**config.mk**
```make
export PLATFORM = sky130hd
export DESIGN_NAME = rotation_to_quaternion_unit_flat
export DESIGN_NICKNAME = d
export VERILOG_FILES = /design/src/rtl/core/rtq_pkg.sv /design/src/rtl/core/rtq_in_if.sv /design/src/rtl/core/rtq_out_if.sv /design/src/rtl/core/rtq_diag.sv /design/src/rtl/core/rtq_root_stage.sv /design/src/rtl/core/rtq_sign.sv /design/src/rtl/core/rotation_to_quaternion_unit.sv /design/src/flat_wrapper.sv
export SDC_FILE = /design/constraint.sdc
export NUM_CORES = 2
export LEC_CHECK = 0
export BUFFER_PORTS_ARGS = -buffer_cell sky130_fd_sc_hd__buf_2
export CORE_MARGIN = 2
export CORE_UTILIZATION = 30
export DETAILED_ROUTE_END_ITERATION = 7
export SYNTH_ARGS = -nofsm -noshare
export SYNTH_HDL_FRONTEND = slang
export SYNTH_HIERARCHICAL = 1
export SYNTH_SLANG_ARGS = --single-unit
```
**constraint.sdc**
```tcl
create_clock -name clk -period 20.4 [get_ports clk]
set_clock_uncertainty 0.15 [all_clocks]
set_input_delay 4.08 -clock clk [delete_from_list [all_inputs] [get_ports clk]]
set_output_delay 4.08 -clock clk [all_outputs]
set_load 0.1 [all_outputs]
```
**src/rtl/core/rtq_pkg.sv**
```systemverilog
`timescale 1ns / 1ps

package rtq_pkg;

  // Fixed-point format of the rotation entries and of the quaternion.
  localparam int FRAC_BITS = 14;
  localparam int ONE       = 1 << FRAC_BITS;

  // Field widths of the two channels.
  localparam int IN_W = 16;
  localparam int QW_W = 15;
  localparam int Q_W  = 16;

  // Diagonal sum: ONE plus or minus three sign-extended entries.
  localparam int SUM_W = ((FRAC_BITS > IN_W) ? FRAC_BITS : IN_W) + 3;
  localparam int POS_W = SUM_W - 1;
  localparam int SHIFT = FRAC_BITS - 2;
  localparam int RAW_W = POS_W + SHIFT;

  // Square root: STEPS result bits per pipeline stage.
  localparam int STEPS   = 3;
  localparam int NSTAGES = (RAW_W + 2 * STEPS - 1) / (2 * STEPS);
  localparam int ROOT_W  = NSTAGES * STEPS;
  localparam int RAD_W   = 2 * ROOT_W;
  localparam int REM_W   = ROOT_W + 2;

  // Saturated magnitude and the width used to negate it.
  localparam int MAG_W = (ROOT_W > FRAC_BITS + 1) ? ROOT_W : FRAC_BITS + 1;
  localparam int EXT_W = (MAG_W > Q_W) ? MAG_W : Q_W;

  // Lanes of the datapath, one per quaternion component.
  localparam int NLANE = 4;
  localparam int LN_W  = 0;
  localparam int LN_X  = 1;
  localparam int LN_Y  = 2;
  localparam int LN_Z  = 3;

  typedef struct packed {
    logic [RAD_W-1:0]  rad;
    logic [REM_W-1:0]  rem;
    logic [ROOT_W-1:0] root;
  } root_lane_t;

  typedef struct packed {
    root_lane_t [NLANE-1:0] lane;
    logic                   neg_x;
    logic                   neg_y;
    logic                   neg_z;
  } root_beat_t;

endpackage

```
**src/rtl/core/rtq_in_if.sv**
```systemverilog
`timescale 1ns / 1ps

interface rtq_in_if;
  import rtq_pkg::*;

  logic                   valid;
  logic                   ready;
  logic signed [IN_W-1:0] r00;
  logic signed [IN_W-1:0] r01;
  logic signed [IN_W-1:0] r02;
  logic signed [IN_W-1:0] r10;
  logic signed [IN_W-1:0] r11;
  logic signed [IN_W-1:0] r12;
  logic signed [IN_W-1:0] r20;
  logic signed [IN_W-1:0] r21;
  logic signed [IN_W-1:0] r22;

  modport source (
    output valid, r00, r01, r02, r10, r11, r12, r20, r21, r22,
    input  ready
  );

  modport sink (
    input  valid, r00, r01, r02, r10, r11, r12, r20, r21, r22,
    output ready
  );
endinterface

```
**src/rtl/core/rtq_out_if.sv**
```systemverilog
`timescale 1ns / 1ps

interface rtq_out_if;
  import rtq_pkg::*;

  logic                  valid;
  logic                  ready;
  logic [QW_W-1:0]       qw;
  logic signed [Q_W-1:0] qx;
  logic signed [Q_W-1:0] qy;
  logic signed [Q_W-1:0] qz;

  modport source (
    output valid, qw, qx, qy, qz,
    input  ready
  );

  modport sink (
    input  valid, qw, qx, qy, qz,
    output ready
  );
endinterface

```
**src/rtl/core/rtq_diag.sv**
```systemverilog
`timescale 1ns / 1ps

module rtq_diag (
  input  logic                clk,
  input  logic                rst,
  rtq_in_if.sink              rot,
  output logic                out_valid,
  input  logic                out_ready,
  output rtq_pkg::root_beat_t out_beat
);
  import rtq_pkg::*;

  localparam logic signed [SUM_W-1:0] ONE_S = SUM_W'(ONE);

  logic signed [SUM_W-1:0] e00;
  logic signed [SUM_W-1:0] e11;
  logic signed [SUM_W-1:0] e22;
  logic signed [SUM_W-1:0] sum [NLANE];
  logic [POS_W-1:0]        pos [NLANE];
  root_beat_t              beat_next;

  assign rot.ready = !out_valid || out_ready;

  always_comb begin
    e00 = SUM_W'(rot.r00);
    e11 = SUM_W'(rot.r11);
    e22 = SUM_W'(rot.r22);
    sum[LN_W] = ONE_S + e00 + e11 + e22;
    sum[LN_X] = ONE_S + e00 - e11 - e22;
    sum[LN_Y] = ONE_S - e00 + e11 - e22;
    sum[LN_Z] = ONE_S - e00 - e11 + e22;
    for (int l = 0; l < NLANE; l++) begin
      // A negative or zero sum has a zero root.
      pos[l] = (sum[l] > 0) ? sum[l][POS_W-1:0] : '0;
      beat_next.lane[l].rad  = {{(RAD_W - POS_W){1'b0}}, pos[l]} << SHIFT;
      beat_next.lane[l].rem  = '0;
      beat_next.lane[l].root = '0;
    end
    beat_next.neg_x = rot.r21 < rot.r12;
    beat_next.neg_y = rot.r02 < rot.r20;
    beat_next.neg_z = rot.r10 < rot.r01;
  end

  always_ff @(posedge clk) begin
    if (rst) begin
      out_valid <= 1'b0;
    end else if (rot.ready) begin
      out_valid <= rot.valid;
    end
  end

  always_ff @(posedge clk) begin
    if (rot.ready && rot.valid) begin
      out_beat <= beat_next;
    end
  end
endmodule

```
**src/rtl/core/rtq_root_stage.sv**
```systemverilog
`timescale 1ns / 1ps

module rtq_root_stage (
  input  logic                clk,
  input  logic                rst,
  input  logic                in_valid,
  output logic                in_ready,
  input  rtq_pkg::root_beat_t in_beat,
  output logic                out_valid,
  input  logic                out_ready,
  output rtq_pkg::root_beat_t out_beat
);
  import rtq_pkg::*;

  root_beat_t beat_next;

  // One restoring square-root step: bring down two radicand bits and try
  // to subtract 4*root+1 from the partial remainder.
  function automatic root_lane_t root_step(input root_lane_t a);
    root_lane_t       b;
    logic [REM_W-1:0] rem_sh;
    logic [REM_W-1:0] trial;
    rem_sh = {a.rem[REM_W-3:0], a.rad[RAD_W-1 -: 2]};
    trial  = {a.root, 2'b01};
    b.rad  = {a.rad[RAD_W-3:0], 2'b00};
    if (rem_sh >= trial) begin
      b.rem  = rem_sh - trial;
      b.root = {a.root[ROOT_W-2:0], 1'b1};
    end else begin
      b.rem  = rem_sh;
      b.root = {a.root[ROOT_W-2:0], 1'b0};
    end
    return b;
  endfunction

  assign in_ready = !out_valid || out_ready;

  always_comb begin
    beat_next = in_beat;
    for (int l = 0; l < NLANE; l++) begin
      for (int s = 0; s < STEPS; s++) begin
        beat_next.lane[l] = root_step(beat_next.lane[l]);
      end
    end
  end

  always_ff @(posedge clk) begin
    if (rst) begin
      out_valid <= 1'b0;
    end else if (in_ready) begin
      out_valid <= in_valid;
    end
  end

  always_ff @(posedge clk) begin
    if (in_ready && in_valid) begin
      out_beat <= beat_next;
    end
  end
endmodule

```
**src/rtl/core/rtq_sign.sv**
```systemverilog
`timescale 1ns / 1ps

module rtq_sign (
  input  logic                clk,
  input  logic                rst,
  input  logic                in_valid,
  output logic                in_ready,
  input  rtq_pkg::root_beat_t in_beat,
  rtq_out_if.source           quat
);
  import rtq_pkg::*;

  localparam logic [MAG_W-1:0] ONE_M = MAG_W'(ONE);

  logic [MAG_W-1:0] mag [NLANE];
  logic [EXT_W-1:0] ext [NLANE];
  logic [EXT_W-1:0] sx;
  logic [EXT_W-1:0] sy;
  logic [EXT_W-1:0] sz;

  assign in_ready = !quat.valid || quat.ready;

  always_comb begin
    for (int l = 0; l < NLANE; l++) begin
      // Out-of-range entries can push a root above one; clip it there.
      mag[l] = MAG_W'(in_beat.lane[l].root);
      if (mag[l] > ONE_M) begin
        mag[l] = ONE_M;
      end
      ext[l] = EXT_W'(mag[l]);
    end
    sx = in_beat.neg_x ? (EXT_W'(0) - ext[LN_X]) : ext[LN_X];
    sy = in_beat.neg_y ? (EXT_W'(0) - ext[LN_Y]) : ext[LN_Y];
    sz = in_beat.neg_z ? (EXT_W'(0) - ext[LN_Z]) : ext[LN_Z];
  end

  always_ff @(posedge clk) begin
    if (rst) begin
      quat.valid <= 1'b0;
    end else if (in_ready) begin
      quat.valid <= in_valid;
    end
  end

  always_ff @(posedge clk) begin
    if (in_ready && in_valid) begin
      quat.qw <= ext[LN_W][QW_W-1:0];
      quat.qx <= sx[Q_W-1:0];
      quat.qy <= sy[Q_W-1:0];
      quat.qz <= sz[Q_W-1:0];
    end
  end
endmodule

```
**src/rtl/core/rotation_to_quaternion_unit.sv**
```systemverilog
// Pipeline: diagonal sums, NSTAGES root stages (five with 14 fraction bits) and sign,
//   each one registered, between an accepted input beat and its output beat.
// Throughput: one beat per cycle while the output accepts; the four square roots run as
//   3-bit-per-stage pipelines, so a new matrix can enter every cycle unless stalled.
// Reset: synchronous, active high; it clears every stage valid bit, payload
//   registers keep their contents.
`timescale 1ns / 1ps

module rotation_to_quaternion_unit (
  input  logic    clk,
  input  logic    rst,
  rtq_in_if.sink  rot,
  rtq_out_if.source quat
);
  import rtq_pkg::*;

  // The datapath is a chain of elastic register stages. Each stage loads a
  // new beat whenever it is empty or its own beat moves on in the same
  // cycle, so bubbles collapse and a stalled output holds everything behind
  // it without dropping or repeating a beat.
  //
  // Stage 0 forms the four diagonal sums 1 +/- r00 +/- r11 +/- r22, clamps
  // them at zero, scales them into square-root radicands and captures the
  // sign of each off-diagonal difference.
  // Stages 1..NSTAGES each produce STEPS bits of all four roots with the
  // restoring digit-by-digit method. The root of sum << (FRAC_BITS - 2) is
  // half the square root of the sum in the same fixed-point format.
  // The final stage clips each magnitude at one, applies the signs to x, y
  // and z and registers the output beat.

  logic       vld [NSTAGES + 1];
  logic       rdy [NSTAGES + 1];
  root_beat_t beat [NSTAGES + 1];

  rtq_diag u_diag (
    .clk       (clk),
    .rst       (rst),
    .rot       (rot),
    .out_valid (vld[0]),
    .out_ready (rdy[0]),
    .out_beat  (beat[0])
  );

  for (genvar k = 0; k < NSTAGES; k++) begin : g_root
    rtq_root_stage u_stage (
      .clk       (clk),
      .rst       (rst),
      .in_valid  (vld[k]),
      .in_ready  (rdy[k]),
      .in_beat   (beat[k]),
      .out_valid (vld[k + 1]),
      .out_ready (rdy[k + 1]),
      .out_beat  (beat[k + 1])
    );
  end

  rtq_sign u_sign (
    .clk      (clk),
    .rst      (rst),
    .in_valid (vld[NSTAGES]),
    .in_ready (rdy[NSTAGES]),
    .in_beat  (beat[NSTAGES]),
    .quat     (quat)
  );

  // Reset empties the whole pipeline, so no output beat follows it.
  a_reset_empty : assert property (@(posedge clk)
    rst |=> !quat.valid)
    else $error("output beat present right after reset");

  // With the output stage empty every stage can load, so input is taken.
  a_ready_when_drained : assert property (@(posedge clk) disable iff (rst)
    !quat.valid |-> rot.ready)
    else $error("input stalled while the output stage is empty");

  // The scalar part is a clipped magnitude and never exceeds one.
  a_qw_bound : assert property (@(posedge clk) disable iff (rst)
    quat.valid |-> ((FRAC_BITS >= QW_W) || (quat.qw <= QW_W'(ONE))))
    else $error("qw above one");
endmodule

```
**src/flat_wrapper.sv**
```systemverilog
// flat-port wrapper written by rule: the top's interface ports become plain ports
module rotation_to_quaternion_unit_flat import rtq_pkg::*;
  (clk, rst, rot_valid, rot_r00, rot_r01, rot_r02, rot_r10, rot_r11, rot_r12, rot_r20, rot_r21, rot_r22, rot_ready, quat_valid, quat_qw, quat_qx, quat_qy, quat_qz, quat_ready);
  rtq_in_if rot_i ();
  rtq_out_if quat_i ();
  input  logic clk;
  input  logic rst;
  input wire logic [$bits(rot_i.valid)-1:0] rot_valid;
  input wire logic [$bits(rot_i.r00)-1:0] rot_r00;
  input wire logic [$bits(rot_i.r01)-1:0] rot_r01;
  input wire logic [$bits(rot_i.r02)-1:0] rot_r02;
  input wire logic [$bits(rot_i.r10)-1:0] rot_r10;
  input wire logic [$bits(rot_i.r11)-1:0] rot_r11;
  input wire logic [$bits(rot_i.r12)-1:0] rot_r12;
  input wire logic [$bits(rot_i.r20)-1:0] rot_r20;
  input wire logic [$bits(rot_i.r21)-1:0] rot_r21;
  input wire logic [$bits(rot_i.r22)-1:0] rot_r22;
  output wire logic [$bits(rot_i.ready)-1:0] rot_ready;
  output wire logic [$bits(quat_i.valid)-1:0] quat_valid;
  output wire logic [$bits(quat_i.qw)-1:0] quat_qw;
  output wire logic [$bits(quat_i.qx)-1:0] quat_qx;
  output wire logic [$bits(quat_i.qy)-1:0] quat_qy;
  output wire logic [$bits(quat_i.qz)-1:0] quat_qz;
  input wire logic [$bits(quat_i.ready)-1:0] quat_ready;
  assign rot_i.valid = rot_valid;
  assign rot_i.r00 = rot_r00;
  assign rot_i.r01 = rot_r01;
  assign rot_i.r02 = rot_r02;
  assign rot_i.r10 = rot_r10;
  assign rot_i.r11 = rot_r11;
  assign rot_i.r12 = rot_r12;
  assign rot_i.r20 = rot_r20;
  assign rot_i.r21 = rot_r21;
  assign rot_i.r22 = rot_r22;
  assign rot_ready = rot_i.ready;
  assign quat_valid = quat_i.valid;
  assign quat_qw = quat_i.qw;
  assign quat_qx = quat_i.qx;
  assign quat_qy = quat_i.qy;
  assign quat_qz = quat_i.qz;
  assign quat_i.ready = quat_ready;
  rotation_to_quaternion_unit u_core (.clk(clk), .rst(rst), .rot(rot_i), .quat(quat_i));
endmodule
```
* After elaboration in Yosys (flattened, before gate mapping)
Cells that the tools add are included.
Widths: inputs -> output; s select.
** Word-level totals
- Flip-flop bits (word level) :: 772
- Output and inout port bits :: 65
** Operators by class
- Add/subtract/negate cells :: 69
- Magnitude comparators :: 71
- Muxes and demuxes :: 66
- Reduce and logical (&&, ||, !) cells :: 21
** Operators by type and width (count)
- $mux 30 :: 56
- $ge 17x17->1 :: 56
- $sub 15x15->15 :: 52
- $mux 15 :: 6
- $gt 19x1->1 const B :: 4
- $gt 15x15->1 const B :: 4
- $lt 16x16->1 :: 3
- $sub 1x15->16 const A :: 3
- $add 18x16->19 :: 2
- $sub 18x16->19 :: 2
- $add 17x16->18 :: 2
- $sub 17x16->18 :: 2
- $add 16x16->17 const A :: 1
- $sub 16x16->17 const A :: 1
- $sub 2x1->3 const B :: 4
- $ge 2x1->1 const B :: 4
- $logic_and 1x1->1 :: 7
- $logic_not 1->1 :: 7
- $logic_or 1x1->1 :: 7
- $mux 1 :: 4

* Longest topological paths before layout
- Word-level depth :: 9
- Gate-level depth with buffers :: 40
- Gate-level depth less buffers :: 36

* Cells and area by module
Netlist, hierarchy kept.
** By module, submodules not included
- rtq_root_stage (u_core.g_root[2].u_stage ...) :: instances 2, cells each 1900, area an instance 18258.8 um^2
- rtq_root_stage (u_core.g_root[0].u_stage) :: instances 1, cells each 2008, area an instance 18878.1 um^2
- rtq_root_stage (u_core.g_root[1].u_stage) :: instances 1, cells each 1920, area an instance 18589.1 um^2
- rtq_root_stage (u_core.g_root[4].u_stage) :: instances 1, cells each 1882, area an instance 18051.1 um^2
- rtq_diag :: instances 1, cells each 1129, area an instance 10279.9 um^2
- rtq_sign :: instances 1, cells each 314, area an instance 3412.0 um^2

* Least setup slack after synthesis
Ideal clock, no wire load.
- Path type :: input-to-reg
- Start point :: input quat_ready
- End point :: register u_core/g_root[0].u_stage/out_beat[0] (netlist bit) (enable)
- Setup time :: 0.615 ns
- Arrival time :: 9.975 ns
- Required time :: 19.635 ns
- Setup slack :: 9.660 ns
- Cell stages on the path :: 7
- Cells stage by stage :: nand2b_1 nand2b_1 nand2b_1 nand2b_1 nand2b_1 nand2b_1 and2_1
** RTL lines
- start, declared :: RTL line flat_wrapper.sv:24 : input wire logic [$bits(quat_i.ready)-1:0] quat_ready;
- end signal, assigned :: RTL line rtq_root_stage.sv:57 : out_beat <= beat_next;
- end, declared :: RTL line rtq_root_stage.sv:11 : output rtq_pkg::root_beat_t out_beat

==> results.json <==
{
  "status": "finished, final reports clean",
  "fmaxAchievable_mhz": 97.9,
  "dr.pass1.iters": 7,
  "num_vias": 70412,
  "grt_usage_pct": 14.3,
  "worst_pin_slew_ps": 1100,
  "highest_layer": "met5",
  "met2_length_mm": 98.9,
  "synth_area_per_cell_um2": 9.10,
  "vias_per_cell": 4.98,
  "wire_per_inst_um": 16.0,
  "stdcell_count": 14137,
  "rsz0062_at_grt": "no",
  "tns_ps": 0,
  "clock_sinks": 940,
  "grt_pass1_wl_mm": 359,
  "fin_nets": 11428,
  "powerDensity_nw_per_um2": 148,
  "wl_met1_mm": 111,
  "insertion_delay_ps": 750,
  "cp_max_fo": 3,
  "ioPinCount": 213,
  "rows": 201,
  "syn_area_um2": 90300,
  "cts_buffer_depth": 3,
  "final_common_cell": "ha_1",
  "syn2layout_area_growth_pct": 9.40,
  "fin_crit_ps": 10210,
  "drt_iter0_markers": 4217,
  "cp.arrival_ps": 5980,
  "whs_path_depth": 0,
  "grt_pass1_vias": 66714,
  "numCtsBuffers": 110,
  "vdd_drop_max_mv": 0.0880,
  "reg2reg_slack_ps": 11220,
  "regToRegStartpoint": "u_core/g_root[2].u_stage/out_beat[66]",
  "final.period_utilization_pct": 50.1,
  "power_leakage_uw": 0.0416,
  "cts_max_level": 3,
  "overflow": 0,
  "drive_above_1_share_pct": 8.12,
  "syn_inst": 9926,
  "drv_cap": 0,
  "die_h_um": 553,
  "cts_setup_buffers": 0,
  "dp.cells": 13918,
  "hp-start": "u_core/g_root[1].u_stage/out_beat[118]",
  "critical_path_class": "in2out",
  "start_util_pct": 30.1,
  "cts_tree": "yes",
  "crit_path_end_kind": "primary output",
  "wl_met3_mm": 11.2,
  "start_kind": "input pin",
  "portBuffers": 212,
  "min_path_type": "reg2reg",
  "slew_viol_final": 0,
  "final_cell_mix": "1139 x ha_1, 959 x a21oi_1, 933 x edfxtp_1",
  "hold_end": "u_core/g_root[2].u_stage/out_beat[124]",
  "critical_path_required_ps": 16170,
  "hpwl_mm": 183,
  "cts_resized": 0,
  "ys_warn_count": 6,
  "grt_max_degree": 72,
  "finalSetupViolCount": 0,
  "antenna_found_initial": 52,
  "route.detailed.drc": 0,
  "finalHoldViolCount": 0,
  "gp_congestion": 0.899,
  "wl_mm": 226,
  "num-fill-cells": 30985,
  "fin_hold_ws_ps": 256,
  "reg2reg_depth": 29,
  "root_buffer": "clkbuf_16",
  "die_w_um": 553,
  "cts_hold_buf": 0,
  "fin_util_pct": 33.0,
  "slew_headroom_pct": 26.3,
  "dieArea_um2": 306000,
  "ant_nets": 0,
  "clk_pin_slew_ps": 60,
  "core-area_um2": 300000,
  "critPathLaunch": "quat_ready",
  "reg2reg_to": "u_core/g_root[3].u_stage/out_beat[93]"
}
[worst max path at each step]
stage | end | slack, ps | cells past startpoint
after floorplan | u_core/g_root[0].u_stage/out_beat[0] | 9850 | 7
after global placement | rot_ready | 10120 | 9
after detailed placement | rot_ready | 10160 | 9
after CTS | rot_ready | 10130 | 9
after global routing | rot_ready | 10040 | 9
final | rot_ready | 10190 | 9
[through the flow]
stage               worst slack (ps)  instance area [um2]  power (uW)
floorplan                       9850                91000       10700
global placement               10120                95000       12400
detailed placement             10160                95000       12400
CTS                            10130                98800       14600
global route                   10040                98800       15900
finish                         10190                98800       14600
[layer usage]
| layer | global-route usage (%) | vias to the layer above |
|---|---|---|
| met2 | 22.8 | 1406 |
| li1 | - | 36250 |
| met5 | 0 | - |
| met3 | 2.13 | 269 |
| met4 | 3.76 | 32 |
| met1 | 20.0 | 32455 |
[where the power goes]
part / switching, uW / internal [uW] / total (uW)
logic: 5560 / 4160 / 9720
registers: 128 / 2680 / 2810
clock network: 843 / 1200 / 2050
total: 6530 / 8050 / 14600
[worst max-delay path, cell delays in order]
cell	delay, ps
buf_2	110
nand2b_1	180
nand2b_1	200
nand2b_1	260
nand2b_1	230
nand2b_1	190
nand2b_1	190
nand2b_1	210
buf_2	320
[area by class of cell]
type	count	area (um2)	area share [%]
antenna	15	37.5	0.0380
sequential	940	28200	28.5
tap	3958	4950	5.01
inverter	834	3140	3.17
clock inverter	80	927	0.938
clock buffer	124	2850	2.88
timing repair buffer	248	1330	1.35
multi-input combinational	7938	57400	58.1
[state kept, by name, summed over array words and instances (netlist names)]
signal,flops
u_core/g_root.u_stage/out_valid,5
u_core/u_sign/quat.qy,16
u_core/u_diag/out_beat,75
u_core/u_diag/out_valid,1
u_core/u_sign/quat.qw,15
u_core/u_sign/quat.qz,16
u_core/u_sign/quat.qx,16
u_core/u_sign/quat.valid,1
u_core/g_root.u_stage/out_beat,795
Power figures use the tool's default switching activity.
